$ cat src/hdl/sgr_out_buf.sv
// Two-entry result buffer that decouples the gradient stage from output stall.
`timescale 1ns / 1ps
`default_nettype none

module sgr_out_buf #(
  parameter int GW = 11,
  parameter int CW = 10,
  parameter int RW = 16
) (
  input  wire                  clk_i,
  input  wire                  rst_ni,
  input  wire                  push_i,
  input  wire signed [GW-1:0]  gx_i,
  input  wire signed [GW-1:0]  gy_i,
  input  wire [CW-1:0]         ccol_i,
  input  wire [RW-1:0]         crow_i,
  output logic                 pop_o,
  output logic [1:0]           count_o,
  output logic                 out_valid_o,
  input  wire                  out_stall_i,
  output logic signed [GW-1:0] grad_x_o,
  output logic signed [GW-1:0] grad_y_o,
  output logic [CW-1:0]        center_col_o,
  output logic [RW-1:0]        center_row_o
);

  localparam int EW = 2 * GW + CW + RW;

  logic [EW-1:0] ent_q [2];
  logic          wr_ptr_q, wr_ptr_d;
  logic          rd_ptr_q, rd_ptr_d;
  logic [1:0]    count_q, count_d;
  logic          pop;

  assign pop = (count_q != 2'd0) && !out_stall_i;

  always_comb begin
    wr_ptr_d = push_i ? ~wr_ptr_q : wr_ptr_q;
    rd_ptr_d = pop ? ~rd_ptr_q : rd_ptr_q;
    count_d  = count_q + 2'(push_i) - 2'(pop);
  end

  always_ff @(posedge clk_i or negedge rst_ni) begin
    if (!rst_ni) begin
      wr_ptr_q <= 1'b0;
      rd_ptr_q <= 1'b0;
      count_q  <= 2'd0;
    end else begin
      wr_ptr_q <= wr_ptr_d;
      rd_ptr_q <= rd_ptr_d;
      count_q  <= count_d;
    end
  end

  always_ff @(posedge clk_i) begin
    if (push_i) begin
      ent_q[wr_ptr_q] <= {gx_i, gy_i, ccol_i, crow_i};
    end
  end

  assign {grad_x_o, grad_y_o, center_col_o, center_row_o} = ent_q[rd_ptr_q];
  assign out_valid_o = (count_q != 2'd0);
  assign pop_o       = pop;
  assign count_o     = count_q;

endmodule

`default_nettype wire

$ cat config.mk
export PLATFORM = sky130hd
export DESIGN_NAME = sgr_out_buf
export DESIGN_NICKNAME = d
export VERILOG_FILES = /design/src/hdl/sgr_out_buf.sv
export SDC_FILE = /design/constraint.sdc
export NUM_CORES = 1
export LEC_CHECK = 0
export BUFFER_PORTS_ARGS = -buffer_cell sky130_fd_sc_hd__buf_2
export CORE_MARGIN = 1
export CORE_UTILIZATION = 47
export DETAILED_ROUTE_END_ITERATION = 10
export PLACE_DENSITY = 0.73
export SYNTH_ARGS = -nofsm -noshare
export SYNTH_HDL_FRONTEND = slang
export SYNTH_SLANG_ARGS = --single-unit
$ cat constraint.sdc
create_clock -name clk_i -period 4.5 [get_ports clk_i]
set_input_delay 0.9 -clock clk_i [delete_from_list [all_inputs] [get_ports clk_i]]
set_output_delay 0.9 -clock clk_i [all_outputs]
set_load 0.02 [all_outputs]
==> flow_metrics.tcl <==
set metrics [dict create \
    status "complete, no violations" \
    grt_pass1_vias 1927 \
    drc 0 \
    tightestPinTransition_ns 0.849 \
    cts_resized 0 \
    grt_use_total_pct 14.9 \
    numCtsBuffers 9 \
    crit_cells 3 \
    cp_max_fo 36 \
    relSlewSlack_pct 43.4 \
    startpoint_type "flip-flop" \
    fmax_ghz 0.323 \
    cts_buffer_depth 2 \
    cts_num_sinks 100 \
    finalClockSkew_ns 0.00514 \
    final_max_slew_viol_count 0 \
    finalCriticalPeriod_ns 3.10 \
    final_hold_viol_count 0 \
    power-per-cell-area_nw_per_um2 612 \
    ant_nets 0 \
    dp_cells 369 \
    coreArea_um2 7690 \
    grt_pass1_wl_um 9270 \
    syn_nets 220 \
    wire_per_inst_um 15.3 \
    arrival_ns 2.20 \
    area_growth_syn_to_layout_pct 21.1 \
    critPathTopFamily "flip-flops" \
    crit_chain "buf_4, mux2_2, buf_2" \
    viasPerCell 4.86 \
    overflow 0 \
    worstSetupEndpointType "output port" \
    cp-startpoint "rd_ptr_q" \
    cts_setup_buffers 0 \
    die-area_um2 8250 \
    place_ws_ns 1.74 \
    critical_path_class "reg2out" \
    std_cell_rows 32 \
    syn_avg_cell_area_um2 22.3 \
    antenna_found_initial 0 \
    rsz0062_at_grt "false" \
    place.gp.congestion 0.680 \
    p_leak_nw 1.73 \
    ys_types 15 \
    crit_buf_inv 2 \
    dr_wl_met3_um 543 \
    ff2ff_setup_slack_ns 2.71 \
    nNetsFinal 332 \
    max_cap_viol_count 0 \
    numPortBuffers 103 \
    path_clk_slew_ns 0.08 \
    cp_slowest_cell "dfrtp_2" \
    fin_setup_tns_ns 0 \
    peakVddDrop_mv 0.396 \
    reg2regPathDepth 2 \
    stdcell_count 384 \
    grt_max_degree 37 \
    dr.pass1.iters 6 \
    regToRegStartpoint "wr_ptr_q" \
    critPathRequiredTime_ns 3.60 \
    first_iter_violations 71 \
    routed_wl_um 5890 \
    seq_area_frac_synth_pct 80.5 \
    start_util_pct 48.2 \
    met1_length_um 2500 \
    diodes 0 \
    clock_latency_ns 0.34 \
    yosysWarnings 0 \
    yosys_register_bits 100 \
    ios 104 \
    final_core_util_pct 58.4 \
    total_power_mw 2.75 \
    htree_num_levels 3 \
    clockRootBuffer "clkbuf_8" \
    finalSetupViolations 0 \
    die_w_um 90.8 \
    slowest_delay_ns 0.93 \
    netlist_area_um2 3710 \
    period_share_pct 68.8 \
    dr.max_layer_used "met4" \
    wl_met2_um 2820 \
    synthCells 166 \
    die_h_um 90.8 \
    layout_setup_ws_ns 1.40 \
    hold_path_class "in2async" \
    drive_above_1_share_pct 60.6 \
    dp_hpwl_um 4010 \
    cts_hold_buffers 0 \
    vias 1868 \
    cts_tree "yes" \
]
[logic make-up after synthesis]
| family | share of synthesized area, % |
|---|---|
| mux | 15.6 |
| flops | 80.5 |
| simple gates | 0.507 |
| xor+xnor | 0.945 |
| fa+ha+maj | 0.675 |
| compound gates | 0.203 |
| buf+inv | 1.62 |
[cell usage after synthesis]
master / number / share of area (%)
or2_2: 1 / 0.17
buf_8: 1 / 0.40
xor2_1: 1 / 0.24
buf_6: 1 / 0.30
dfrtp_1: 4 / 2.7
xnor2_1: 3 / 0.71
o21bai_1: 1 / 0.20
and2_1: 1 / 0.17
mux2_4: 10 / 4.0
buf_4: 3 / 0.61
inv_1: 3 / 0.30
ha_1: 2 / 0.67
mux2_2: 38 / 12
edfxtp_1: 96 / 78
nor2b_1: 1 / 0.17
[final cells by class]
| class | instances | area [um^2] |
|---|---|---|
| fill | 620 | 3200 |
| sequential | 100 | 2980 |
| multi-input combinational | 58 | 673 |
| timing repair buffer | 106 | 538 |
| tap | 102 | 128 |
| clock buffer | 9 | 124 |
| clock inverter | 6 | 32.5 |
| inverter | 3 | 11.3 |
[sequential cells by signal (all words and copies together) (netlist names)]
| register | flops |
|---|---|
| ent_q | 96 |
| count_o | 2 |
| rd_ptr_q | 1 |
| wr_ptr_q | 1 |
[cells in the final DEF, fill, tap and decap left out]
| master | synthesis | final |
|---|---|---|
| and2_2 | 0 | 1 |
| buf_2 | 0 | 103 |
| buf_4 | 3 | 3 |
| clkbuf_8 | 0 | 9 |
| clkinv_1 | 0 | 2 |
| clkinv_2 | 0 | 2 |
| clkinvlp_4 | 0 | 2 |
| dfrtp_1 | 4 | 3 |
| dfrtp_2 | 0 | 1 |
| edfxtp_1 | 96 | 96 |
| ha_1 | 2 | 2 |
| inv_1 | 3 | 3 |
| mux2_2 | 38 | 38 |
| mux2_4 | 10 | 10 |
| nor2b_4 | 0 | 1 |
| o21bai_1 | 1 | 1 |
| or2_2 | 1 | 1 |
| xnor2_1 | 3 | 3 |
| xor2_1 | 1 | 1 |
[through the flow]
stage	instance area [um^2]	hold slack, ns
after floorplan	3710	0.455
after global routing	4490	0.320
final	4490	0.349
after global placement	4330	0.522
after CTS	4490	0.330
after detailed placement	4330	0.525
[path summary, 6_finish.rpt]
kind                              endpoint
setup / recovery           center_col_o[8]
hold / removal                  count_o[1]
setup reg to reg              ent_q[1][24]
hold reg to reg                   wr_ptr_q
max in group asynchronous         rd_ptr_q
min in group clk_i                wr_ptr_q
[metal layers]
metal / track usage, % / vias up
met3: 6.57 / 4
met2: 23.7 / 90
met4: 3.97 / 0
met1: 18.7 / 904
li1: - / 870
met5: 0 / -
[report_power, final]
| group | switching, mW | internal [mW] | leakage (nW) |
|---|---|---|---|
| Clock | 0.271 | 0.192 | 0.0760 |
| Sequential | 0.116 | 1.24 | 0.947 |
| Combinational | 0.524 | 0.410 | 0.710 |
No activity file was read; power rests on OpenSTA's default activity.
