## config.mk

```make
export PLATFORM = sky130hd
export DESIGN_NAME = sgr_window
export DESIGN_NICKNAME = d
export VERILOG_FILES = /design/src/hdl/sgr_pkg.sv /design/src/hdl/sgr_window.sv
export SDC_FILE = /design/constraint.sdc
export NUM_CORES = 1
export LEC_CHECK = 0
export BUFFER_PORTS_ARGS = -buffer_cell sky130_fd_sc_hd__buf_2
export CAP_MARGIN = 10
export CORE_MARGIN = 8
export CORE_UTILIZATION = 55
export CTS_CLUSTER_SIZE = 14
export DETAILED_ROUTE_END_ITERATION = 8
export HOLD_SLACK_MARGIN = 0.12
export PLACE_DENSITY = 0.83
export SYNTH_ARGS = -nofsm -noshare
export SYNTH_HDL_FRONTEND = slang
export SYNTH_SLANG_ARGS = --single-unit
```

## constraint.sdc

```tcl
create_clock -name clk_i -period 5 [get_ports clk_i]
set_input_delay 0.5 -clock clk_i [delete_from_list [all_inputs] [get_ports clk_i]]
set_output_delay 0.5 -clock clk_i [all_outputs]
set_load 0.005 [all_outputs]
```

## src/hdl/sgr_pkg.sv

```systemverilog
// Shared constants, register codes and control types of the Sobel gradient block.
`timescale 1ns / 1ps
`default_nettype none

package sgr_pkg;

  localparam int MAX_WIDTH_DEF  = 1024;
  localparam int PIXEL_BITS_DEF = 8;

  localparam int ROW_W        = 16;
  localparam int WIDTH_REG_W  = 11;
  localparam int HEIGHT_REG_W = 16;
  localparam int CFG_IDX_W    = 1;
  localparam int CFG_DATA_W   = 16;

  localparam logic [WIDTH_REG_W-1:0]  WIDTH_RESET  = WIDTH_REG_W'(640);
  localparam logic [HEIGHT_REG_W-1:0] HEIGHT_RESET = HEIGHT_REG_W'(480);
  localparam int MIN_DIM = 3;

  typedef enum logic [CFG_IDX_W-1:0] {
    REG_IMAGE_WIDTH  = 1'b0,
    REG_IMAGE_HEIGHT = 1'b1
  } cfg_reg_e;

  // Per-stage control: a pixel is present, and it completes a 3x3 window.
  typedef struct packed {
    logic valid;
    logic produce;
  } stage_t;

endpackage

`default_nettype wire

```

## src/hdl/sgr_window.sv

```systemverilog
// Line store write-back, 3x3 window columns and Sobel gradient arithmetic.
`timescale 1ns / 1ps
`default_nettype none

module sgr_window #(
  parameter int MAX_WIDTH  = sgr_pkg::MAX_WIDTH_DEF,
  parameter int PIXEL_BITS = sgr_pkg::PIXEL_BITS_DEF
) (
  input  wire                             clk_i,
  input  wire                             rst_ni,
  input  sgr_pkg::stage_t                 s0_i,
  input  wire [PIXEL_BITS-1:0]            pixel_i,
  input  wire [$clog2(MAX_WIDTH)-1:0]     col_i,
  input  wire [sgr_pkg::ROW_W-1:0]        row_i,
  input  wire [2*PIXEL_BITS-1:0]          rd_data_i,
  output logic                            wr_en_o,
  output logic [$clog2(MAX_WIDTH)-1:0]    wr_addr_o,
  output logic [2*PIXEL_BITS-1:0]         wr_data_o,
  output logic                            push_o,
  output logic signed [PIXEL_BITS+2:0]    gx_o,
  output logic signed [PIXEL_BITS+2:0]    gy_o,
  output logic [$clog2(MAX_WIDTH)-1:0]    ccol_o,
  output logic [sgr_pkg::ROW_W-1:0]       crow_o
);

  import sgr_pkg::*;

  localparam int PB = PIXEL_BITS;
  localparam int CW = $clog2(MAX_WIDTH);

  stage_t        s1_q;
  logic [PB-1:0] pix_q;
  logic [CW-1:0] col_q;
  logic [ROW_W-1:0] row_q;
  logic [PB-1:0] win_q [6];
  logic [PB-1:0] top, mid;
  logic [PB+1:0] sx_r, sx_l, sy_b, sy_t;

  always_ff @(posedge clk_i or negedge rst_ni) begin
    if (!rst_ni) begin
      s1_q <= '0;
    end else begin
      s1_q <= s0_i;
    end
  end

  always_ff @(posedge clk_i) begin
    if (s0_i.valid) begin
      pix_q <= pixel_i;
      col_q <= col_i;
      row_q <= row_i;
    end
  end

  assign top = rd_data_i[2*PB-1:PB];
  assign mid = rd_data_i[PB-1:0];

  // Shift the window left by one column.
  always_ff @(posedge clk_i or negedge rst_ni) begin
    if (!rst_ni) begin
      for (int i = 0; i < 6; i++) begin
        win_q[i] <= '0;
      end
    end else if (s1_q.valid) begin
      win_q[0] <= win_q[3];
      win_q[1] <= win_q[4];
      win_q[2] <= win_q[5];
      win_q[3] <= top;
      win_q[4] <= mid;
      win_q[5] <= pix_q;
    end
  end

  // Rotate the column: the middle row moves up, the new pixel becomes the middle row.
  assign wr_en_o   = s1_q.valid;
  assign wr_addr_o = col_q;
  assign wr_data_o = {mid, pix_q};

  assign sx_r = {2'b00, top} + {1'b0, mid, 1'b0} + {2'b00, pix_q};
  assign sx_l = {2'b00, win_q[0]} + {1'b0, win_q[1], 1'b0} + {2'b00, win_q[2]};
  assign sy_b = {2'b00, win_q[2]} + {1'b0, win_q[5], 1'b0} + {2'b00, pix_q};
  assign sy_t = {2'b00, win_q[0]} + {1'b0, win_q[3], 1'b0} + {2'b00, top};

  assign gx_o   = $signed({1'b0, sx_r}) - $signed({1'b0, sx_l});
  assign gy_o   = $signed({1'b0, sy_b}) - $signed({1'b0, sy_t});
  assign ccol_o = col_q - CW'(1);
  assign crow_o = row_q - ROW_W'(1);
  assign push_o = s1_q.valid && s1_q.produce;

endmodule

`default_nettype wire

```

==> qor.csv <==
metric,value,unit
status,"finished, final reports clean",
syn_inst,536,
die_w,119,µm
setup_viol,0,
wl_per_cell,15.2,µm
vias_per_cell,5.08,
max_stage_delay,0.55,ns
antenna_found_initial,1,
drive_above_1_share,24.7,%
final.setup.tns,0,ns
htreeDepth,3,
async_flop_share,59.5,%
grt_max_degree,61,
grt_overflow,0,
cap_violations,0,
core,10300,µm²
pwr_density_cell,604,nW/µm²
dp.cells,785,
root_buffer,clkbuf_8,
crit_path_cell_trace,inv_1 > fa_1 > fa_1 > inv_1 > fa_1 > inv_1 > ha_1 > nor2b_1 > o31a_1 > a221oi_1 > xnor2_1 > buf_2,
ys_ff_latch,84,
hold_violations,0,
dr.first_iter.drc_count,161,
wirelength,12.2,mm
worst_pin_slew,0.942,ns
wl_met2,6.57,mm
critPathMaxFanout,4,
power_leakage,3.41,nW
finalCriticalPeriod,4.49,ns
syn_area_per_cell,10.8,µm²
grt_usage,17.8,%
nFillCells,801,
crit_buf_inv,4,
route.detailed.drc,0,
clock_path_buffers,2,
cp-end-kind,primary output,
ios,130,
numPortBuffers,129,
crit_path_top_delay_cell,fa_1,
dpl.hpwl,9.96,mm
clkTransAtPathRegs,0.08,ns
die_height,119,µm
nets,804,
worstSetupPathType,reg -> out,
slew_viol_final,0,
dr.pass1.iters,4,
final_core_util,65.7,%
mappedNetlistArea,5790,µm²
num_vias,4088,
cts_tree,yes,
cp_data_required_time,4.50,ns
yosysWarnings,0,
seq_area_frac_synth,39.3,%
syn_to_final_growth,16.7,%
cts_inserted_buffers,9,
synthFlopType,dfrtp_1,
syn-num-nets,678,
grt_pass1_wl,20.5,mm
die_area,14100,µm²
synth_edf_count,34,
crit_family,adder cells,
wl_met1,4.66,mm
clock_skew,0.00506,ns
relSlewSlack,37.2,%
clock.fmax,223,MHz
min_path_type,in -> reg,
crit_arrival,3.99,ns
highest_layer,met5,
clock_latency,0.35,ns
start_util,56.3,%
synth_cell_types,45,
crit_path_start_kind,register,
grt_pass1_vias,4373,
cts.sinks,84,
rsz0062_at_grt,false,
dr_wl_met3,884,µm
peakVddDrop,0.463,mV
ant_nets,0,
period_share,89.8,%
rows,37,
gp_congestion,0.844,
final_cells,804,
report_power, final:
part	switching, mW	internal [mW]
Sequential	0.0564	0.789
Clock	0.238	0.280
Combinational	1.46	1.26
Total	1.76	2.32
layer usage:
| layer | track usage, % | vias to the layer above |
|---|---|---|
| li1 | - | 1925 |
| met1 | 19.9 | 1990 |
| met2 | 32.7 | 160 |
| met3 | 5.19 | 11 |
| met4 | 3.79 | 2 |
| met5 | 0 | - |
cell usage after synthesis (all sizes together), types with 12 or more instances:
cell,n,area (µm²)
fa,62,1240
xnor2,15,131
mux2,17,191
nor2,12,45.0
edfxtp,34,1020
inv,140,526
ha,26,325
a21oi,13,65.1
dfrtp,50,1250
nand2,39,146
o21ai,36,180
xor2,14,123
flip-flops by register name, summed over array words and instances, names as in the netlist:
signal and count:
wr_en_o 1, s1_q 1, row_q 16, win_q 48, wr_addr_o 10, pix_q 8
worst reg2reg max path, cell delays in order, from the launching register on:
cell     delay (ns)
dfrtp_2        0.98
buf_4          0.40
mux2_2         0.37
what timing repair did:
item / CTS / global route
hold buffers: 0 / 1
gates resized for setup: 0 / 0
setup buffers: 0 / 0
endpoints found under the hold margin: 0 / 8
metrics by stage:
step / cell area (µm²) / hold WS [ns] / power (mW) / setup WS [ns]
final: 6760 / 0.256 / 4.08 / 0.508
after global routing: 6750 / 0.236 / 4.51 / 0.270
after CTS: 6720 / 0.239 / 4.14 / 0.504
after detailed placement: 6520 / 0.471 / 3.60 / 0.772
after global placement: 6520 / 0.460 / 3.48 / 0.786
after floorplan: 5790 / 0.204 / 2.66 / 1.12
placed cells by master, fill, tap and decap left out, types with 12 or more instances in the layout:
master,synthesis,routed
nor2_1,12,12
inv_1,140,140
xor2_1,14,14
a21oi_1,13,13
xnor2_1,15,15
dfrtp_1,50,49
nand2_1,39,39
mux2_2,17,17
fa_1,62,62
edfxtp_1,34,34
buf_2,2,129
ha_1,26,26
o21ai_0,36,36
cell type report:
cell class | count | area (µm²) | area share (%)
clock inverters | 5 | 76.3 | 1.13
clock buffers | 11 | 131 | 1.94
inverters | 140 | 526 | 7.78
diodes | 1 | 2.50 | 0.0370
well taps | 136 | 170 | 2.52
multi-input cells | 295 | 2890 | 42.8
flip-flops and latches | 84 | 2270 | 33.7
repair buffers | 132 | 683 | 10.1
logic make-up after synthesis:
group                    share of synthesized area (%)
AO/OA/AOI/OAI                                     7.31
XOR/XNOR                                          4.39
flip-flops                                        39.3
buffers and inverters                             10.7
multiplexers                                      3.31
adder cells (fa/ha/maj)                           27.1
AND/OR/NAND/NOR                                   7.91
final timing paths:
kind / slack (ns) / start / cells after the start / endpoint
worst max-delay path: 0.51 / win_q[27]$_DFFE_PN0P_ / 12 / gx_o[9]
worst min-delay path: 0.26 / s0_i[0] / 1 / s1_q[0]$_DFF_PN0_
worst max register to register: 3.13 / wr_en_o$_DFF_PN0_ / 2 / win_q[13]$_DFFE_PN0P_
worst min register to register: 0.49 / win_q[7]$_DFFE_PN0P_ / 2 / win_q[31]$_DFFE_PN0P_
max in group asynchronous: 3.94 / rst_ni / 3 / wr_en_o$_DFF_PN0_
min in group asynchronous: 0.54 / rst_ni / 2 / win_q[23]$_DFFE_PN0P_
No activity file was read; power rests on OpenSTA's default activity.
