### config.mk
export PLATFORM = sky130hd
export DESIGN_NAME = sgr_ctrl
export DESIGN_NICKNAME = d
export VERILOG_FILES = /design/src/hdl/sgr_pkg.sv /design/src/hdl/sgr_ctrl.sv
export SDC_FILE = /design/constraint.sdc
export NUM_CORES = 1
export LEC_CHECK = 0
export BUFFER_PORTS_ARGS = -buffer_cell sky130_fd_sc_hd__buf_2
export CAP_MARGIN = 25
export CORE_MARGIN = 3
export CORE_UTILIZATION = 35
export DETAILED_ROUTE_END_ITERATION = 16
export PLACE_DENSITY = 0.59
export SLEW_MARGIN = 10
export SYNTH_ARGS = -nofsm -noshare
export SYNTH_HDL_FRONTEND = slang
export SYNTH_SLANG_ARGS = --single-unit
### constraint.sdc
create_clock -name clk_i -period 3 [get_ports clk_i]
set_clock_uncertainty 0.1 [all_clocks]
set_input_delay 0.3 -clock clk_i [delete_from_list [all_inputs] [get_ports clk_i]]
set_output_delay 0.3 -clock clk_i [all_outputs]
set_load 0.05 [all_outputs]
### src/hdl/sgr_pkg.sv
// Shared constants, register codes and control types of the Sobel gradient block.
`timescale 1ns / 1ps
`default_nettype none

package sgr_pkg;

  localparam int MAX_WIDTH_DEF  = 1024;
  localparam int PIXEL_BITS_DEF = 8;

  localparam int ROW_W        = 16;
  localparam int WIDTH_REG_W  = 11;
  localparam int HEIGHT_REG_W = 16;
  localparam int CFG_IDX_W    = 1;
  localparam int CFG_DATA_W   = 16;

  localparam logic [WIDTH_REG_W-1:0]  WIDTH_RESET  = WIDTH_REG_W'(640);
  localparam logic [HEIGHT_REG_W-1:0] HEIGHT_RESET = HEIGHT_REG_W'(480);
  localparam int MIN_DIM = 3;

  typedef enum logic [CFG_IDX_W-1:0] {
    REG_IMAGE_WIDTH  = 1'b0,
    REG_IMAGE_HEIGHT = 1'b1
  } cfg_reg_e;

  // Per-stage control: a pixel is present, and it completes a 3x3 window.
  typedef struct packed {
    logic valid;
    logic produce;
  } stage_t;

endpackage

`default_nettype wire

### src/hdl/sgr_ctrl.sv
// Configuration registers and raster position counters of the Sobel gradient block.
`timescale 1ns / 1ps
`default_nettype none

module sgr_ctrl #(
  parameter int MAX_WIDTH = sgr_pkg::MAX_WIDTH_DEF
) (
  input  wire                             clk_i,
  input  wire                             rst_ni,
  input  wire                             cfg_valid_i,
  output logic                            cfg_ready_o,
  input  wire [sgr_pkg::CFG_IDX_W-1:0]    cfg_index_i,
  input  wire [sgr_pkg::CFG_DATA_W-1:0]   cfg_data_i,
  input  wire                             accept_i,
  output logic [$clog2(MAX_WIDTH)-1:0]    col_o,
  output logic [sgr_pkg::ROW_W-1:0]       row_o,
  output sgr_pkg::stage_t                 s0_o
);

  import sgr_pkg::*;

  localparam int CW = $clog2(MAX_WIDTH);
  localparam int EW = $clog2(MAX_WIDTH + 1);

  logic [WIDTH_REG_W-1:0]  width_q, width_d;
  logic [HEIGHT_REG_W-1:0] height_q, height_d;
  logic [CW-1:0]           col_q, col_d;
  logic [ROW_W-1:0]        row_q, row_d;
  logic [EW-1:0]           eff_w;
  logic [HEIGHT_REG_W-1:0] eff_h;
  logic                    col_last, row_last;

  assign cfg_ready_o = 1'b1;

  always_comb begin
    width_d  = width_q;
    height_d = height_q;
    if (cfg_valid_i) begin
      unique case (cfg_reg_e'(cfg_index_i))
        REG_IMAGE_WIDTH:  width_d  = cfg_data_i[WIDTH_REG_W-1:0];
        REG_IMAGE_HEIGHT: height_d = cfg_data_i[HEIGHT_REG_W-1:0];
        default:          width_d  = width_q;
      endcase
    end
  end

  // Clamp the programmed frame size.
  always_comb begin
    if (32'(width_q) < 32'(MIN_DIM)) begin
      eff_w = EW'(MIN_DIM);
    end else if (32'(width_q) > 32'(MAX_WIDTH)) begin
      eff_w = EW'(MAX_WIDTH);
    end else begin
      eff_w = EW'(width_q);
    end
    if (32'(height_q) < 32'(MIN_DIM)) begin
      eff_h = HEIGHT_REG_W'(MIN_DIM);
    end else begin
      eff_h = height_q;
    end
  end

  assign col_last = (32'(col_q) + 32'd1) >= 32'(eff_w);
  assign row_last = (32'(row_q) + 32'd1) >= 32'(eff_h);

  always_comb begin
    col_d = col_q;
    row_d = row_q;
    if (accept_i) begin
      if (col_last) begin
        col_d = '0;
        row_d = row_last ? '0 : row_q + ROW_W'(1);
      end else begin
        col_d = col_q + CW'(1);
      end
    end
  end

  always_ff @(posedge clk_i or negedge rst_ni) begin
    if (!rst_ni) begin
      width_q  <= WIDTH_RESET;
      height_q <= HEIGHT_RESET;
      col_q    <= '0;
      row_q    <= '0;
    end else begin
      width_q  <= width_d;
      height_q <= height_d;
      col_q    <= col_d;
      row_q    <= row_d;
    end
  end

  assign col_o        = col_q;
  assign row_o        = row_q;
  assign s0_o.valid   = accept_i;
  assign s0_o.produce = (col_q >= CW'(2)) && (row_q >= ROW_W'(2));

endmodule

`default_nettype wire

==> results of run 1 <==
[flip-flops by register name (all words and copies together), names as in the netlist]
| signal | flops |
|---|---|
| col_o | 10 |
| height_q | 16 |
| row_o | 16 |
| width_q | 11 |
[routing by layer]
layer  GRT usage  up-vias
met1       0.213     1442
li1            -     1468
met4      0.0435        0
met2       0.248       60
met5           0        -
met3      0.0374        8
[worst reg2reg max path, cell delays in order (launching register included)]
cell,delay [ns]
dfrtp_2,0.45
ha_4,0.19
nand3_4,0.05
inv_1,0.05
and3_4,0.19
xnor2_4,0.21
ha_4,0.23
and3_4,0.14
a221o_1,0.33
a21o_1,0.21
a21oi_4,0.16
nor2_2,0.07
buf_4,0.16
a22o_1,0.23
[power groups by stage]
stage                     registers [mW]  clock network [mW]  logic, mW
final                               1.03               0.425       1.77
after global placement              1.05                   0       1.57
after global routing                1.06               0.468       1.95
after detailed placement            1.06                   0       1.60
after CTS                           1.04               0.439       1.63
after floorplan                     1.32                   0      0.889
[final cells by class]
class,instances,area share
clock buffers,8,0.0201
multi-input cells,262,0.486
repair buffers,92,0.129
inverters,32,0.0268
flip-flops and latches,53,0.302
well taps,129,0.0360
[cells in the mapped netlist, drive strengths merged, types with 7 or more instances]
master / n / area share
ha: 31 / 0.11
nand2: 28 / 0.030
inv: 32 / 0.035
dfrtp: 47 / 0.34
clkbuf: 9 / 0.010
a22o: 10 / 0.025
xor2: 11 / 0.028
xnor2: 11 / 0.028
buf: 8 / 0.015
nand3: 11 / 0.017
o21ai: 36 / 0.052
mux2: 27 / 0.088
nor4: 15 / 0.027
nor3: 8 / 0.012
nor2: 18 / 0.021
a21o: 7 / 0.015
nand4: 8 / 0.014
[timing repair]
item | in CTS | in global routing
resized for setup | 1 | 34
setup buffers | 1 | 12
pin swaps | 1 | 18
endpoints found under the setup margin | 11 | 16
hold buffers | 1 | 0
gates cloned | 0 | 0
hold endpoints to repair | 17 | 0
[worst paths after layout]
check                                               from  slack, ns                        to  depth (start not counted)
worst max register to register      col_o[1]$_DFFE_PN0P_       0.11     row_o[15]$_DFFE_PN0P_                         13
worst min register to register  height_q[11]$_DFFE_PN0P_       0.45  height_q[11]$_DFFE_PN0P_                          1
worst min-delay path                      cfg_data_i[15]       0.12  height_q[15]$_DFFE_PN0P_                          2
worst max-delay path                col_o[1]$_DFFE_PN0P_       0.11     row_o[15]$_DFFE_PN0P_                         13
max in group asynchronous                         rst_ni       1.72      row_o[3]$_DFFE_PN0P_                          3
min in group asynchronous                         rst_ni       0.39     row_o[14]$_DFFE_PN0P_                          2
[stage by stage]
stage / area, sq um / total power [mW]
after floorplan: 3630 / 2.21
after global placement: 4120 / 2.62
after detailed placement: 4120 / 2.66
after CTS: 4230 / 3.11
after global routing: 4480 / 3.48
final: 4480 / 3.23
[logic make-up (layout without fill, tap and decap cells)]
kind of cell	after synthesis	count (layout)	synth area share
muxes	27	27	0.0875
buffers and inverters	49	132	0.0594
DFF	53	53	0.384
other	1	1	0.00108
adders and majority gates	31	31	0.112
xor gates and xnor gates	22	22	0.0555
and+or+nand+nor	105	105	0.155
AOI/OAI and AO/OA	76	76	0.146
==> summary.txt, run 1 <==
Yosys
  – Synthesized flop and latch total: 53
  – Register area share after synthesis: 0.384
  – Main synth FF type: dfrtp_1
  – Cells after Synth: ~360
  – Synth unique cells: between 40 and 50
  – Synth Net Count: 416
  – Async set or reset register ratio after synthesis: 1.00
  – Syn Area/Cell: between 9 and 10 sq um
  – Post-synth EDFFs: 0
  – Syn Std Cell Area: between 3000 and 4000 sq um
  – Yosys warns: 0

Routing
  – Uppermost layer routed: met4
  – Routed length on met3: 410 microns
  – Post-DR vias/cell: 5.17
  – DRC: 0
  – Via count: between 2,000 and 3,000
  – Remaining antenna violation count: 0
  – Final wirelength: around 9 mm
  – Pre-antenna DRT Iters: 4
  – Routed length per instance: approximately 15 microns
  – Metal2 WL: roughly 4.1 mm
  – DR iter-0 viols: about 110
  – Routed length on met1: between 4 and 5 mm

Floorplan
  – Initial core utilization: 0.367
  – Total I/O pin count: 50
  – Die width: approximately 110 microns
  – Num rows: 35
  – Die height: around 110 microns
  – Core box area: around 9500 sq um
  – Die area: 11,200 sq um

Clock network
  – Clock Latency Late Sink: between 0.3 and 0.4 ns
  – Clk buf depth: 2
  – H-tree Lvls: 2
  – CTS sink cnt: 53
  – CTS clk-pin slew, worst paths: around 0.090 ns
  – CTS buffer count: 5
  – CTS tree: yes
  – CTS root buffer: clkbuf_8

Global routing
  – Number of global-route vias before repair: roughly 3,000
  – Largest net degree at the start of global routing: 25
  – Antenna violations before repair: 0
  – First-pass GRT wire length: 14.2 mm
  – Gr usage total: 0.156
  – Global route overflow: 0

Critical path
  – Critical path type: reg -> reg
  – Critical path peak fanout: 5
  – CP top delay family: compound AO/OA/AOI/OAI gates
  – Setup crit start kind: flop
  – Crit path capture type: flop
  – CP arrival: ~3 ns
  – Crit-path max cell delay: 0.45 ns
  – Worst EP required: roughly 3.1 ns
  – Worst Path Buf+Inv: 2
  – CP cell instances: ha_4, nand3_4, inv_1, and3_4, xnor2_4, ha_4, and3_4, a221o_1, a21o_1, a21oi_4, nor2_2, buf_4, a22o_1
  – CP max-delay cell: dfrtp_2

Finish
  – Nets: 498
  – Most common cell after layout, fill and taps aside: buf_2
  – Reg area: between 1000 and 1500 sq um
  – Layout cells sized above 1: 0.414
  – # fillers: ~900
  – Multi-input gate area: between 2000 and 2500 sq um
  – Most frequent cells in the layout: 48 x buf_2, 42 x buf_4, 32 x dfrtp_1
  – Area Growth Syn to Fin: 29.0%
  – Post-layout util: 0.474
  – Non-filler cells in the finished layout: roughly 580
  – Antenna cell count: 0

Pwr
  – Switching Fraction: 0.453
  – Comb pwr share: 0.549
  – Maximum VDD drop: 0.000281 V
  – Internal: between 1.5 and 2 mW
  – Clock share of power: 0.131
  – Sw Pwr: 1.46 mW
  – Static Leakage: approximately 2.2 nW
  – Pwr dens: 721 nW/um^2
  – Seq pwr share: 0.320

STA
  – Final setup margin: about 0.11 ns
  – Max-slew violation count: 0
  – Fin. Hold Viols: 0
  – Worst-margin pin slew: around 0.94 ns
  – Min Hold Slack: 0.124 ns
  – Relative slew slack: 0.373
  – F_max: about 350 MHz
  – # setup viols final: 0
  – Final setup TNS: 0 ns
  – Final period util: 0.965
  – Tmin final: approximately 2.9 ns

Placed design
  – HPWL after DPL: 6.76 mm
  – Pre-CTS setup slack: -0.0529 ns
  – Final GP Congestion: a little under 0.9
  – Dpl cells: about 550
  – PortBufs: 48

Outcome
  – Status: completed

Min path
  – Hold/Removal Path Class: in -> reg

Run
  – Number of max-cap violations: 0
Note: power is estimated with default switching activity, not from simulation.
==> inputs of run 2 (changes only) <==
--- a/config.mk
+++ b/config.mk
@@ -8,9 +8,9 @@
 export BUFFER_PORTS_ARGS = -buffer_cell sky130_fd_sc_hd__buf_2
 export CAP_MARGIN = 25
 export CORE_MARGIN = 3
-export CORE_UTILIZATION = 35
+export CORE_UTILIZATION = 52
 export DETAILED_ROUTE_END_ITERATION = 16
-export PLACE_DENSITY = 0.59
+export PLACE_DENSITY = 0.8
 export SLEW_MARGIN = 10
 export SYNTH_ARGS = -nofsm -noshare
 export SYNTH_HDL_FRONTEND = slang
==> run 2 against run 1 <==
  * Core utilization rose by 20 points
  * Largest cell class unchanged
  * Hold slack got worse by 0.12 ns
  * Global-route usage up 6.4 points
  * Combinational power fell by 3%
  * Critical path type unchanged
  * Register-to-register slack got worse by 0.05 ns
  * Critical path depth shrank 1
  * Power up 2.9%
  * Cell count is 11% lower
  * Largest power group unchanged
==> summary.txt, run 2 (synthesis results as in run 1) <==
STA
  – Tmin final: 2.95 ns (was 2.89 ns)
  – RSZ-0062 raised after global routing: true
  – Fin. Hold Viols: 0 (unchanged)
  – Worst-margin pin slew: 0.885 ns (was 0.938 ns)
  – Final period util: 0.982 (was 0.965)
  – # setup viols final: 0 (unchanged)
  – Relative slew slack: 0.410 (was 0.373)
  – F_max: 339 MHz (was 346 MHz)
  – Max-slew violation count: 0 (unchanged)

Placed design
  – HPWL after DPL: 6.24 mm (was 6.76 mm)
  – PortBufs: 48 (unchanged)
  – DP Area: 4000 sq um (was 4120 sq um)
  – Final GP Congestion: 0.929 (was 0.887)
  – Dpl cells: 495 (was 554)

Critical path
  – Crit-path max cell delay: 0.41 ns (was 0.45 ns)
  – Crit path capture type: flop (unchanged)
  – CP arrival: 3.04 ns (was 3.00 ns)
  – CP cell instances: ha_4, nand3_4, or2_4, xnor2_2, ha_1, nand4_1, nor3_2, a2111oi_4, o211ai_4, nor2_4, buf_6, mux2_4 (was ha_4, nand3_4, inv_1, and3_4, xnor2_4, ha_4, and3_4, a221o_1, a21o_1, a21oi_4, nor2_2, buf_4, a22o_1)
  – Critical path peak fanout: 6 (was 5)
  – CP max-delay cell: dfrtp_2 (unchanged)
  – Worst EP required: 3.10 ns (was 3.11 ns)
  – Setup crit start: row_o[0]$_DFFE_PN0P_ (was col_o[1]$_DFFE_PN0P_)
  – R2r setup slk: 0.05 ns (was 0.11 ns)
  – Setup crit start kind: flop (unchanged)
  – Critical path type: reg -> reg (unchanged)
  – Reg2reg start: row_o[0]$_DFFE_PN0P_ (was col_o[1]$_DFFE_PN0P_)

Routing
  – Final wirelength: 8.47 mm (was 8.75 mm)
  – Routed length per instance: 16.6 microns (was 15.2 microns)
  – DR iter-0 viols: 255 (was 114)
  – DRC: 0 (unchanged)
  – Pre-antenna DRT Iters: 6 (was 4)
  – Via count: 3,009 (was 2,978)
  – Post-DR vias/cell: 5.90 (was 5.17)
  – Remaining antenna violation count: 0 (unchanged)

Clock network
  – CTS tree: yes (unchanged)
  – Clock Latency Late Sink: 0.31 ns (about the same)
  – CTS sink cnt: 53 (unchanged)
  – CTS buffer count: 5 (unchanged)
  – CTS clk-pin slew, worst paths: 0.10 ns (was 0.09 ns)
  – Clk buf depth: 2 (unchanged)
  – CTS root buffer: clkbuf_8 (unchanged)
  – H-tree Lvls: 2 (unchanged)

Floorplan
  – Die height: 87.7 microns (was 106 microns)
  – Initial core utilization: 0.541 (was 0.367)
  – Die area: 7700 sq um (was 11,200 sq um)
  – Die width: 87.7 microns (was 106 microns)
  – Num rows: 29 (was 35)
  – Total I/O pin count: 50 (unchanged)
  – Core box area: 6420 sq um (was 9460 sq um)

Finish
  – Antenna cell count: 0 (unchanged)
  – Multi-input gate area: 2160 sq um (was 2180 sq um)
  – Reg area: 1350 sq um (unchanged)
  – Non-filler cells in the finished layout: 510 (was 576)
  – Area Growth Syn to Fin: 24.8% (was 29.0%)
  – Nets: 484 (was 498)
  – Finished Cell Area: 4340 sq um (was 4480 sq um)
  – Layout cells sized above 1: 0.388 (was 0.414)
  – Most common cell after layout, fill and taps aside: buf_2 (unchanged)
  – Most frequent cells in the layout: 48 x buf_2, 32 x inv_1, 32 x dfrtp_1 (was 48 x buf_2, 42 x buf_4, 32 x dfrtp_1)
  – # fillers: 497 (was 903)

Pwr
  – Pwr dens: 767 nW/um^2 (was 721 nW/um^2)
  – Static Leakage: 2.11 nW (was 2.15 nW)
  – Maximum VDD drop: 0.000406 V (was 0.000281 V)

Global routing
  – Number of global-route vias before repair: 2,851 (was 2,917)
  – First-pass GRT wire length: 13.3 mm (was 14.2 mm)
  – Antenna violations before repair: 0 (unchanged)
  – Gr usage total: 0.220 (was 0.156)
  – Largest net degree at the start of global routing: 40 (was 25)
  – Global route overflow: 0 (unchanged)

Outcome
  – Status: completed (unchanged)

Run
  – Number of max-cap violations: 0 (unchanged)

Min path
  – Hold/Removal Path Class: in -> async (was in -> reg)
-- run 2: area by class of cell --
cell class	instances	share of cell area
sequential	53	0.312
multi-input combinational	262	0.497
inverter	32	0.0277
clock inverter	3	0.0150
clock buffer	5	0.0159
timing repair buffer	78	0.110
tap	77	0.0222
-- run 2: layer usage --
layer  part of all wire  track usage  vias to the layer above
li1                   -            -                     1438
met1               0.44        0.304                     1440
met2               0.47        0.348                      117
met3              0.061       0.0414                       14
met4              0.021       0.0739                        0
met5                  0            0                        -
-- run 2: final timing paths --
| check | end | cells past startpoint |
|---|---|---|
| max in group asynchronous | height_q[8]$_DFFE_PN1P_ | 2 |
| hold reg to reg | height_q[12]$_DFFE_PN0P_ | 1 |
| setup reg to reg | row_o[0]$_DFFE_PN0P_ | 12 |
| hold / removal | row_o[15]$_DFFE_PN0P_ | 1 |
| setup / recovery | row_o[0]$_DFFE_PN0P_ | 12 |
| min in group clk_i | height_q[11]$_DFFE_PN0P_ | 2 |
-- run 2: repair_timing --
action	in CTS	in global routing
hold buffers	0	0
cloned	0	1
pin swaps	0	17
resized for setup	4	28
endpoints found under the setup margin	10	18
buffers inserted	2	4
-- run 2: power breakdown --
part / switching, mW / internal [mW] / total [mW]
Combinational: 1.08 / 0.643 / 1.72
Clock: 0.245 / 0.332 / 0.577
Sequential: 0.152 / 0.872 / 1.02
-- run 2: worst max-delay path: cells and delay by family, from the launching register on --
family / cells / cell delay, ns
simple gates: 5 / 0.95
compound gates: 2 / 0.39
xor+xnor: 1 / 0.16
buf+inv: 1 / 0.13
flops: 1 / 0.41
fa+ha+maj: 2 / 0.45
mux: 1 / 0.25
-- run 2: stage by stage --
stage / setup WS, ns / power, mW / setup TNS [ns] / hold WS, ns / util
2_1_floorplan: -0.00401 / 2.21 / -0.00629 / -0.0956 / -
3_3_place_gp: 0.0453 / 2.59 / 0 / 0.365 / 0.623
3_5_place_dp: -0.0306 / 2.65 / -0.0983 / 0.371 / 0.623
4_1_cts: 0.00246 / 3.25 / 0 / 0.0341 / 0.650
5_1_grt: -0.0926 / 3.54 / -0.890 / 0.0659 / 0.675
6_report: 0.0530 / 3.32 / 0 / 0.00354 / 0.675
==> inputs of run 3 (changes only) <==
--- a/config.mk
+++ b/config.mk
@@ -5,12 +5,13 @@
 export SDC_FILE = /design/constraint.sdc
 export NUM_CORES = 1
 export LEC_CHECK = 0
+export ABC_AREA = 1
 export BUFFER_PORTS_ARGS = -buffer_cell sky130_fd_sc_hd__buf_2
 export CAP_MARGIN = 25
 export CORE_MARGIN = 3
-export CORE_UTILIZATION = 52
+export CORE_UTILIZATION = 53
 export DETAILED_ROUTE_END_ITERATION = 16
-export PLACE_DENSITY = 0.8
+export PLACE_DENSITY = 0.81
 export SLEW_MARGIN = 10
 export SYNTH_ARGS = -nofsm -noshare
 export SYNTH_HDL_FRONTEND = slang
==> run 3 against run 2 <==
  * The run now ends with negative hold slack left
  * Via count up 13%
  * Sequential share of layout area is 0.79 points higher
  * Synthesized cell count up 45%
  * First-iteration DRC count down 28%
  * Combinational power shrank 27%
  * Critical path depth is 7 higher
  * Die area grew 3.5%
  * Clock power shrank 11%
  * Hold slack got worse by 0.020 ns
  * Fmax rose by 4.7%
  * Global-route usage up 0.64 points
  * Critical path type unchanged
==> summary.txt, run 3 <==
Floorplan
  – Core box area: 6530 sq um (was 6420 sq um)
  – Die width: 89.3 microns (was 87.7 microns)
  – Initial core utilization: 0.562 (was 0.541)
  – Total I/O pin count: 50 (unchanged)
  – Num rows: 29 (unchanged)
  – Die height: 89.3 microns (was 87.7 microns)
  – Die area: 7970 sq um (was 7700 sq um)

Critical path
  – R2r endpoint: row_o[15]$_DFFE_PN0P_ (was row_o[0]$_DFFE_PN0P_)
  – Crit path capture type: flop (unchanged)
  – Reg2reg start: row_o[0]$_DFFE_PN0P_ (unchanged)
  – Worst Reg-to-Reg Cells: 19 (was 12)
  – R2r setup slk: 0.19 ns (was 0.05 ns)
  – Critical path peak fanout: 16 (was 6)
  – Capture point of the critical path: row_o[15]$_DFFE_PN0P_ (was row_o[0]$_DFFE_PN0P_)
  – Worst EP required: 3.11 ns (was 3.10 ns)
  – Setup crit start kind: flop (unchanged)
  – Setup crit start: row_o[0]$_DFFE_PN0P_ (unchanged)
  – CP arrival: 2.92 ns (was 3.04 ns)
  – Critical path type: reg -> reg (unchanged)

STA
  – F_max: 355 MHz (was 339 MHz)
  – Tmin final: 2.81 ns (was 2.95 ns)
  – Min Hold Slack: -0.0160 ns (was 0.00354 ns)
  – Max-slew violation count: 0 (unchanged)
  – Fin. Hold Viols: 15 (was 0)
  – Final period util: 0.938 (was 0.982)
  – Final setup TNS: 0 ns (unchanged)
  – Worst-margin pin slew: 0.872 ns (was 0.885 ns)
  – # setup viols final: 0 (unchanged)
  – Relative slew slack: 0.417 (was 0.410)

Yosys
  – Synth unique cells: 33 (was 49)
  – Register area share after synthesis: 0.363 (was 0.384)
  – Main synth FF type: dfrtp_1 (unchanged)
  – Synth Net Count: 581 (was 416)
  – Most frequent cells after synthesis: 161 x nand2_1, 89 x inv_1, 56 x nor2_1, 47 x dfrtp_1, 37 x o21ai_0 (was 47 x dfrtp_1, 32 x inv_1, 32 x o21ai_0, 31 x ha_1, 28 x nand2_1)
  – Most frequent cell after synthesis: nand2_1 (was dfrtp_1)
  – Yosys warns: 0 (unchanged)
  – Syn Std Cell Area: 3670 sq um (was 3470 sq um)
  – Async set or reset register ratio after synthesis: 1.00 (unchanged)
  – Cells after Synth: 529 (was 364)
  – Top cell type by total area after synthesis: dfrtp_1 (unchanged)
  – Synthesized flop and latch total: 53 (unchanged)
  – Syn Area/Cell: 6.94 sq um (was 9.54 sq um)
  – Post-synth top area share: 0.320 (was 0.339)
  – Most area-consuming cells after synthesis: dfrtp_1 32%, nand2_1 16%, ha_1 11% (was dfrtp_1 34%, ha_1 11%, mux2_2 8.8%)
  – Post-synth EDFFs: 0 (unchanged)

Global routing
  – Gr usage total: 0.226 (was 0.220)
  – Number of global-route vias before repair: 3,151 (was 2,851)
  – Global route overflow: 0 (unchanged)
  – Largest net degree at the start of global routing: 39 (was 40)
  – First-pass GRT wire length: 14.1 mm (was 13.3 mm)
  – Antenna violations before repair: 0 (unchanged)

Clock network
  – Cts hold-fix bufs: 0 (unchanged)
  – Clock Latency Late Sink: 0.31 ns (about the same)
  – CTS root buffer: clkbuf_8 (unchanged)
  – CTS clk-pin slew, worst paths: 0.10 ns (about the same)
  – H-tree Lvls: 2 (unchanged)
  – CTS sink cnt: 53 (unchanged)
  – CTS tree: yes (unchanged)
  – Clk buf depth: 2 (unchanged)
  – CTS buffer count: 5 (unchanged)

Outcome
  – Failing checks: negative hold slack
  – Status: finished, violations left (was completed)

Finish
  – Most frequent cells in the layout: 161 x nand2_1, 89 x inv_1, 51 x nor2_1 (was 48 x buf_2, 32 x inv_1, 32 x dfrtp_1)
  – Antenna cell count: 0 (unchanged)
  – # fillers: 603 (was 497)
  – Area Growth Syn to Fin: 13.9% (was 24.8%)
  – Most common cell after layout, fill and taps aside: nand2_1 (was buf_2)
  – Layout cells sized above 1: 0.155 (was 0.388)
  – Nets: 631 (was 484)

Routing
  – Routed length per instance: 13.1 microns (was 16.6 microns)
  – Remaining antenna violation count: 0 (unchanged)
  – DRC: 0 (unchanged)
  – DR iter-0 viols: 184 (was 255)
  – Pre-antenna DRT Iters: 5 (was 6)
  – Post-DR vias/cell: 5.16 (was 5.90)
  – Via count: 3,387 (was 3,009)
  – Final wirelength: 8.59 mm (was 8.47 mm)

Run
  – Number of max-cap violations: 0 (unchanged)

Pwr
  – Static Leakage: 2.44 nW (was 2.11 nW)
  – Maximum VDD drop: 0.000310 V (was 0.000406 V)
  – Pwr Total: 2.73 mW (was 3.32 mW)
  – Pwr dens: 651 nW/um^2 (was 767 nW/um^2)

Placed design
  – PortBufs: 48 (unchanged)
  – Final GP Congestion: 0.959 (was 0.929)
  – HPWL after DPL: 6.41 mm (was 6.24 mm)

Min path
  – Hold/Removal Path Class: in -> async (unchanged)
[run 3: cell count changes after synthesis, moves of 5 or more]
cell / before / now
nand2_1: 28 / 161
inv_1: 32 / 89
nor2_1: 16 / 56
mux2_2: 27 / 0
nand3_1: 10 / 21
a21oi_1: 5 / 15
a22o_1: 10 / 0
xnor2_1: 11 / 1
nor4_1: 15 / 7
and3_1: 6 / 0
a21o_1: 7 / 2
o21ai_0: 32 / 37
[run 3: worst min-delay path by stage]
stage,startpoint,end,slack [ns],depth (start not counted)
after floorplan,rst_ni,col_o[0]$_DFFE_PN0P_,-0.1,0
after global placement,rst_ni,width_q[6]$_DFFE_PN0P_,0.36,1
after detailed placement,rst_ni,width_q[3]$_DFFE_PN0P_,0.36,1
after CTS,rst_ni,height_q[1]$_DFFE_PN0P_,0.01,1
after global routing,rst_ni,height_q[1]$_DFFE_PN0P_,0.03,1
final,rst_ni,width_q[3]$_DFFE_PN0P_,-0.02,1
[run 3: layout make-up]
type / instances / area, sq um / area share
Clock buffer: 6 / 82.6 / 0.0197
Clock inverter: 2 / 37.5 / 0.00897
Inverter: 90 / 338 / 0.0807
Multi-Input combinational cell: 372 / 1960 / 0.468
Sequential cell: 53 / 1340 / 0.320
Tap cell: 77 / 96.3 / 0.0230
Timing Repair Buffer: 57 / 333 / 0.0795
[run 3: logic make-up after synthesis]
| kind of cell | share of synthesized area |
|---|---|
| xor+xnor | 0.0310 |
| buf+inv | 0.111 |
| simple gates | 0.305 |
| fa+ha+maj | 0.106 |
| flops | 0.363 |
| other cells | 0.00102 |
| compound gates | 0.0834 |
[run 3: what timing repair did]
item / CTS / global route
endpoints found under the setup margin: 0 / 16
buffers inserted: 0 / 4
gates resized for setup: 0 / 10
[run 3: worst max-delay path, cell delays in order, from the launching register on]
cell and delay [ns]:
dfrtp_1 0.41, ha_1 0.22, nand2_1 0.08, nor2_2 0.13, nand2_2 0.12, inv_2 0.10, nand2_1 0.06, xor2_1 0.17
inv_1 0.07, ha_1 0.32, nand2_1 0.10, inv_1 0.07, nand2_1 0.05, a21oi_1 0.18, nand3_2 0.11, nand3_2 0.12
nor2_4 0.05, buf_12 0.15, nand2_1 0.07, nand2_1 0.05
[run 3: metrics by stage]
step	utilization	std cells	worst slack [ns]	cell area (sq um)
final	0.641	657	0.186	4190
after global routing	0.641	657	-0.0289	4190
after CTS	0.630	653	0.0970	4110
after detailed placement	0.611	645	0.124	3990
after global placement	0.611	645	0.254	3990
after floorplan	-	529	0.0324	3680
[run 3: routing by layer]
layer / wire length (microns) / part of all wire / GRT usage
met1: 4020 / 0.47 / 0.312
met2: 4090 / 0.48 / 0.370
met3: 369 / 0.043 / 0.0332
met4: 109 / 0.013 / 0.0663
met5: 0 / 0 / 0
[run 3: power by group]
part / switching (mW) / internal (mW)
Sequential: 0.126 / 0.831
Clock: 0.241 / 0.271
Combinational: 0.848 / 0.408
